[config.mk]
export PLATFORM = sky130hd
export DESIGN_NAME = sapr_queue
export DESIGN_NICKNAME = d
export VERILOG_FILES = /design/src/sv/sapr_pkg.sv /design/src/sv/sapr_queue.sv
export VERILOG_INCLUDE_DIRS = /design/src /design/src/sv
export SDC_FILE = /design/constraint.sdc
export NUM_CORES = 1
export LEC_CHECK = 0
export BUFFER_PORTS_ARGS = -buffer_cell sky130_fd_sc_hd__buf_2
export CELL_PAD_IN_SITES_DETAIL_PLACEMENT = 1
export CELL_PAD_IN_SITES_GLOBAL_PLACEMENT = 1
export CORE_MARGIN = 1
export CORE_UTILIZATION = 46
export CTS_CLUSTER_DIAMETER = 50
export CTS_CLUSTER_SIZE = 12
export DETAILED_ROUTE_END_ITERATION = 8
export HOLD_SLACK_MARGIN = 0.08
export PLACE_DENSITY_LB_ADDON = 0.12
export SETUP_SLACK_MARGIN = 0.3
export SLEW_MARGIN = 20
export SYNTH_ARGS = -nofsm -noshare
export SYNTH_HDL_FRONTEND = slang
export SYNTH_SLANG_ARGS = --single-unit
export TNS_END_PERCENT = 20
[constraint.sdc]
create_clock -name clk -period 8.92 [get_ports clk]
set_clock_uncertainty 0.2 [all_clocks]
set_input_delay 1.784 -clock clk [delete_from_list [all_inputs] [get_ports clk]]
set_output_delay 1.784 -clock clk [all_outputs]
set_load 0.05 [all_outputs]
[src/sv/swept_aabb_pair_response_macros.svh]
// Assertion macros for the swept box pair response RTL (used by sapr_queue).
// Needs clk and arst_n in the scope of each use.
`ifndef SWEPT_AABB_PAIR_RESPONSE_MACROS_SVH
`define SWEPT_AABB_PAIR_RESPONSE_MACROS_SVH
`ifndef ASSERT_OFF
`define SAPR_ASSERT(lbl, expr, msg) \
	lbl: assert property (@(posedge clk) disable iff (!arst_n) (expr)) else $error(msg);
`define SAPR_ASSERT_IMP(lbl, ante, cons, msg) \
	lbl: assert property (@(posedge clk) disable iff (!arst_n) (ante) |=> (cons)) else $error(msg);
`else
`define SAPR_ASSERT(lbl, expr, msg)
`define SAPR_ASSERT_IMP(lbl, ante, cons, msg)
`endif
`endif

[src/sv/sapr_pkg.sv]
// Types and constants for the swept box pair response block.
// No dependencies.
package sapr_pkg;
	localparam logic [1:0] TYPE_MM  = 2'd0;
	localparam logic [1:0] TYPE_MF  = 2'd1;
	localparam logic [1:0] TYPE_MA  = 2'd2;
	localparam logic [1:0] TYPE_RSV = 2'd3;

	localparam logic [3:0] SIDE_RIGHT = 4'b0001;
	localparam logic [3:0] SIDE_LEFT  = 4'b0010;
	localparam logic [3:0] SIDE_DOWN  = 4'b0100;
	localparam logic [3:0] SIDE_UP    = 4'b1000;

	localparam logic signed [31:0] T_MAX = 32'sh7FFF_FFFF;

	localparam int QDEPTH = 4;
	localparam int QAW    = 2;

	typedef struct packed {
		logic [1:0]  req_type;
		logic        hit;
		logic [31:0] avx;
		logic [31:0] avy;
		logic [31:0] bvx;
		logic [31:0] bvy;
		logic [63:0] layers;
	} ctx_t;

	typedef struct packed {
		ctx_t        ctx;
		logic [31:0] gx_mag;
		logic        gx_neg;
		logic [32:0] spx;
		logic [31:0] gy_mag;
		logic        gy_neg;
		logic [32:0] spy;
	} front_t;
endpackage

[src/sv/sapr_queue.sv]
// Short queue between the front end and the divide/scale back end.
// Depends on sapr_pkg and the assertion macros.
`include "swept_aabb_pair_response_macros.svh"
module sapr_queue (
	input  logic             clk,
	input  logic             arst_n,
	input  logic             push_valid,
	output logic             push_ready,
	input  sapr_pkg::front_t push_item,
	output logic             pop_valid,
	input  logic             pop,
	output sapr_pkg::front_t pop_item
);
	import sapr_pkg::*;

	front_t         buf_q [QDEPTH];
	logic [QAW-1:0] wp_q, rp_q;
	logic [QAW:0]   count_q;
	logic           push;

	assign push_ready = (count_q != (QAW+1)'(QDEPTH));
	assign push       = push_valid && push_ready;
	assign pop_valid  = (count_q != '0);
	assign pop_item   = buf_q[rp_q];

	always_ff @(posedge clk or negedge arst_n) begin
		if (!arst_n) begin
			wp_q    <= '0;
			rp_q    <= '0;
			count_q <= '0;
		end else begin
			if (push) wp_q <= wp_q + 1'b1;
			if (pop)  rp_q <= rp_q + 1'b1;
			count_q <= count_q + (QAW+1)'(push) - (QAW+1)'(pop);
		end
	end

	always_ff @(posedge clk) begin
		if (push) buf_q[wp_q] <= push_item;
	end

	`SAPR_ASSERT(a_count_bound, count_q <= (QAW+1)'(QDEPTH), "queue count above depth")
	`SAPR_ASSERT(a_pop_nonempty, !pop || pop_valid, "pop from empty queue")
	`SAPR_ASSERT_IMP(a_count_up, push && !pop, count_q == $past(count_q) + 1'b1, "count lost a push")
endmodule

* Yosys cells after proc, flatten, opt, wreduce, memory -nomap -nowiden
Memory sizes are Yosys's and may differ from the RTL's.
Index checks and enable logic that the tools add are counted.
** Storage, ports and cells
- Bits in registers :: 7
- Memories kept :: 1
- Word-level logic and storage cells :: 13
- Memory bits (writable) :: 1308
** Operators by class
- Reduce and logical (&&, ||, !) cells :: 2
- Mux-type cells :: 2
- Eq/ne operators :: 1
- $add $sub $neg :: 4
** Memory list
- buf_q :: words 4, width 327, read ports 1, clocked after Yosys merged registers in 0, wr ports 1, line sapr_queue.sv:16 : front_t buf_q [QDEPTH];
** Operators by type and width (number)
- $add 2x1->2 const B :: 2
- $add 3x1->3 :: 1
- $ne 3x3->1 const B :: 1
- $reduce_bool 3->1 :: 1
- $sub 3x1->3 :: 1
- $mux 1 :: 2
- $logic_and 1x1->1 :: 1

* Longest topological paths before layout
- Depth in word-level cells :: 4
- Depth in mapped cells :: 9
- Mapped depth without buffers :: 9

* Worst setup path before layout
Ideal clock, no wire load.
- Path type :: input to register
- Start :: input port push_valid
- End :: memory buf_q[0][0] (netlist name), enable pin
- Path buffers :: 0
- Setup slack :: -1.273 ns
- Data required time :: 7.986 ns
- Arrival time :: 9.259 ns
- Cell stages on the path :: 1
- Cells stage by stage :: and3b_1
** Between the ends
- Word-level cells in the longest chain between the ends :: 3
** Ends and longest elaborated chain
- start, declared :: line sapr_queue.sv:7 : input logic push_valid,
- $logic_and 1x1->1 :: line sapr_queue.sv:22 : assign push = push_valid && push_ready;
- $mux 1 :: line sapr_queue.sv:39 : if (push) buf_q[wp_q] <= push_item;
- $mux 1 (not written as such) :: line sapr_queue.sv:39
- end, declared :: line sapr_queue.sv:16
Every way passes these cells.

==> tab_implementation.tex <==
\begin{tabular}{lr}
\hline
Metric & Value \\
\hline
\multicolumn{2}{l}{\textbf{Final layout}} \\
Layout cell share with drive strength beyond 1 & 0.467 \\
Most frequent standard cell in the layout excluding fill and tap cells & edfxtp\_1 \\
Top library cells by usage in the layout, fill and taps aside & edfxtp\_1, buf\_2, mux4\_2, clkbuf\_16 \\
Synth-to-Final Area Change & 18.7\% \\
End-of-flow core utilization & 0.550 \\
Finished Layout Cells & 3,980 \\
Net count of the finished layout & 2,842 \\
\multicolumn{2}{l}{\textbf{STA}} \\
Relative slew slack & 0.328 \\
Transition time at the pin with the least slew margin & about 1.0 ns \\
Part of the cycle the worst path needs & 0.626 \\
Hold Vio Cnt, Final & 0 \\
Setup repair after global routing missed its margin & no \\
Time the worst path needs with I/O delays and setup & around 5.6 ns \\
Setup violators final & 0 \\
Max-slew violations & 0 \\
Peak Freq & between 0.15 and 0.2 GHz \\
\multicolumn{2}{l}{\textbf{Clock tree}} \\
H-tree lvl count & 4 \\
Number of hold buffers added after cts & 0 \\
Total CTS buffers & between 100 and 150 \\
Clock transition at the register clock pins on the worst setup and hold paths after CTS & 0.06 ns \\
Buffers from clock root to sink, at most & 3 \\
Clk\_lat worst skew & 0.71 ns \\
Number of post-CTS setup repair buffers & 0 \\
Clock sink count & 1,315 \\
Count of cells resized by post-cts repair & 0 \\
TritonCTS clock tree & done \\
Clock root cell & clkbuf\_16 \\
\multicolumn{2}{l}{\textbf{Drt}} \\
Average wire per cell in the routed design & 26.9 um \\
Routed vias/inst & 5.40 \\
Overall routed net length & 107,000 um \\
Iteration-0 DRC count of the detailed router & 1,311 \\
First-pass iteration count of the detailed router & 5 \\
Total vias in the final route & 21,500 \\
Post-detailed-route DRC marker count & 0 \\
Count of nets left with antenna violations after detail routing & 0 \\
\multicolumn{2}{l}{\textbf{GRT}} \\
Wire length of the first global-routing pass & $\sim$160,000 um \\
Total congestion overflow & 0 \\
Number of antenna violations at the first check in global routing & 54 \\
Largest net degree at the start of global routing & 135 \\
Via count of the first global-routing pass & 23,100 \\
Total global-route track usage & 0.204 \\
\multicolumn{2}{l}{\textbf{Setup path}} \\
Category of the worst setup path launch point & flop \\
Setup CP Type & flop to output pin \\
Required time at the worst-slack endpoint & 6.94 ns \\
Critical path data arrival time & 3.60 ns \\
Worst-path maximum fanout & 56 \\
Setup crit end kind & output pin \\
\multicolumn{2}{l}{\textbf{Synth}} \\
Post-synthesis xor/xnor area fraction & 0.000730 \\
Count of flip-flops with a built-in enable after synthesis & 1,308 \\
Distinct cells, synth & 20 \\
Synthesized-area fraction occupied by and/or/nand/nor cells & 0.00217 \\
Post-synth ARST share & 0.00532 \\
Seq/Total Area, Yosys & 0.822 \\
Synthesized cell area & 48,000 sq um \\
Number of warning messages in the yosys log & 0 \\
Primary flip-flop cell chosen by synthesis mapping & edfxtp\_1 \\
Share of cell area taken by muxes after synthesis & 0.154 \\
Adder-Cell Fraction of Synth Area & 0.00198 \\
Dominant combinational cell family by area after synthesis & multiplexers \\
Syn nets & 2,086 \\
Mean instance size in the synthesized netlist & 27.4 sq um \\
Flip-flop and latch count after synthesis & 1,315 \\
Instance count of the mapped netlist & 1,748 \\
Area fraction in compound gates after synthesis & 0.000313 \\
\multicolumn{2}{l}{\textbf{Placed design}} \\
Placer congestion estimate & 0.764 \\
Buffers on Ports & between 600 and 700 \\
Cells after DPL & 3,738 \\
Half-perimeter wire length after placement & about 66,000 um \\
\multicolumn{2}{l}{\textbf{Power}} \\
Ratio of total power to cell area & 399 nW/um\^{}2 \\
Static Leak & about 19 nW \\
Maximum resistive drop on vdd & 231 uV \\
\multicolumn{2}{l}{\textbf{Floorplanning}} \\
IO Pins & between 600 and 700 \\
Die Area & 106,000 sq um \\
Core ar. & 103,000 sq um \\
Width of the die & 325 um \\
Row cnt & roughly 120 \\
Die Y & 325 um \\
Initial core utilization & 0.463 \\
\multicolumn{2}{l}{\textbf{Hold path}} \\
Worst hold path class & flop to flop \\
\multicolumn{2}{l}{\textbf{Run}} \\
MaxCap Viol Count & 0 \\
\multicolumn{2}{l}{\textbf{Run status}} \\
Status & complete, no violations \\
\hline
\end{tabular}
[Yosys cell counts, drive strengths merged (2+ instances only)]
library cell,count,area share
and3b,4,0.00073
buf,70,0.018
clkbuf,3,0.00023
dfrtp,7,0.0037
edfxtp,1308,0.82
ha,6,0.0016
inv,6,0.00047
mux4,327,0.15
nand2,2,0.00016
nand2b,4,0.00052
nand4bb,2,0.00047
o211ai,2,0.00031
xnor2,3,0.00055
[layer usage]
| metal | part of all wire | global-route usage | up-vias | wire (um) |
|---|---|---|---|---|
| met5 | 0.0024 | 0 | - | 254 |
| met4 | 0.033 | 0.0764 | 40 | 3500 |
| met3 | 0.083 | 0.0746 | 242 | 8910 |
| met2 | 0.51 | 0.342 | 678 | 54700 |
| met1 | 0.37 | 0.242 | 11400 | 39500 |
| li1 | - | - | 9166 | - |
[logic make-up (layout without fill, tap and decap cells)]
| kind of cell | count (synthesis) | in the layout |
|---|---|---|
| mux | 327 | 327 |
| fa+ha+maj | 7 | 7 |
| buf+inv | 79 | 908 |
| other cells | 0 | 23 |
| simple gates | 14 | 14 |
| flops | 1315 | 1315 |
| xor+xnor | 4 | 4 |
| compound gates | 2 | 2 |
[final cells by class]
class / instances / area [sq um]
antenna: 23 / 57.6
sequential: 1315 / 39500
clock buffer: 164 / 3760
inverter: 6 / 22.5
fill: 8863 / 46500
tap: 1380 / 1730
clock inverter: 54 / 599
timing repair buffer: 684 / 3700
multi-input combinational: 354 / 7630
[worst max-delay path: stages (launching register included)]
cell and delay (ns):
dfrtp_4 1.04, buf_12 0.42, buf_16 0.41, mux4_2 0.57, buf_2 0.24
[registers in the layout, indices dropped and copies added (netlist names)]
register and flops:
rp_q 2, count_q 3, wp_q 2, buf_q 1308
[through the flow]
step                      worst slack, ns  instance area [sq um]  total power, mW  TNS (ns)  hold slack, ns
final                                3.34                  57000             22.7         0           0.397
after global routing                 3.03                  56900             23.6         0           0.441
after CTS                            3.23                  56900             23.1         0           0.405
after detailed placement             4.04                  52500             17.5         0           0.388
after global placement               4.06                  52500             17.4         0           0.346
after floorplan                     -1.27                  48000             15.7  -1248.97           0.323
[final timing paths]
path / cells after the start / start / slack, ns / end
hold reg to reg: 1 / count_q[0] / 0.40 / count_q[0]
setup reg to reg: 4 / count_q[2] / 5.40 / buf_q[3][10]
max in group asynchronous: 1 / arst_n / 7.62 / rp_q[1]
min in group asynchronous: 1 / arst_n / 0.70 / rp_q[0]
setup / recovery: 4 / rp_q[0] / 3.34 / pop_item[231]
hold / removal: 1 / count_q[0] / 0.40 / count_q[0]
[power breakdown]
group	leakage [nW]	internal [mW]	switching (mW)
Sequential	12.1	8.15	0.333
Combinational	4.99	2.42	6.26
Clock	2.13	3.31	2.26
No activity file was read; power rests on OpenSTA's default activity.
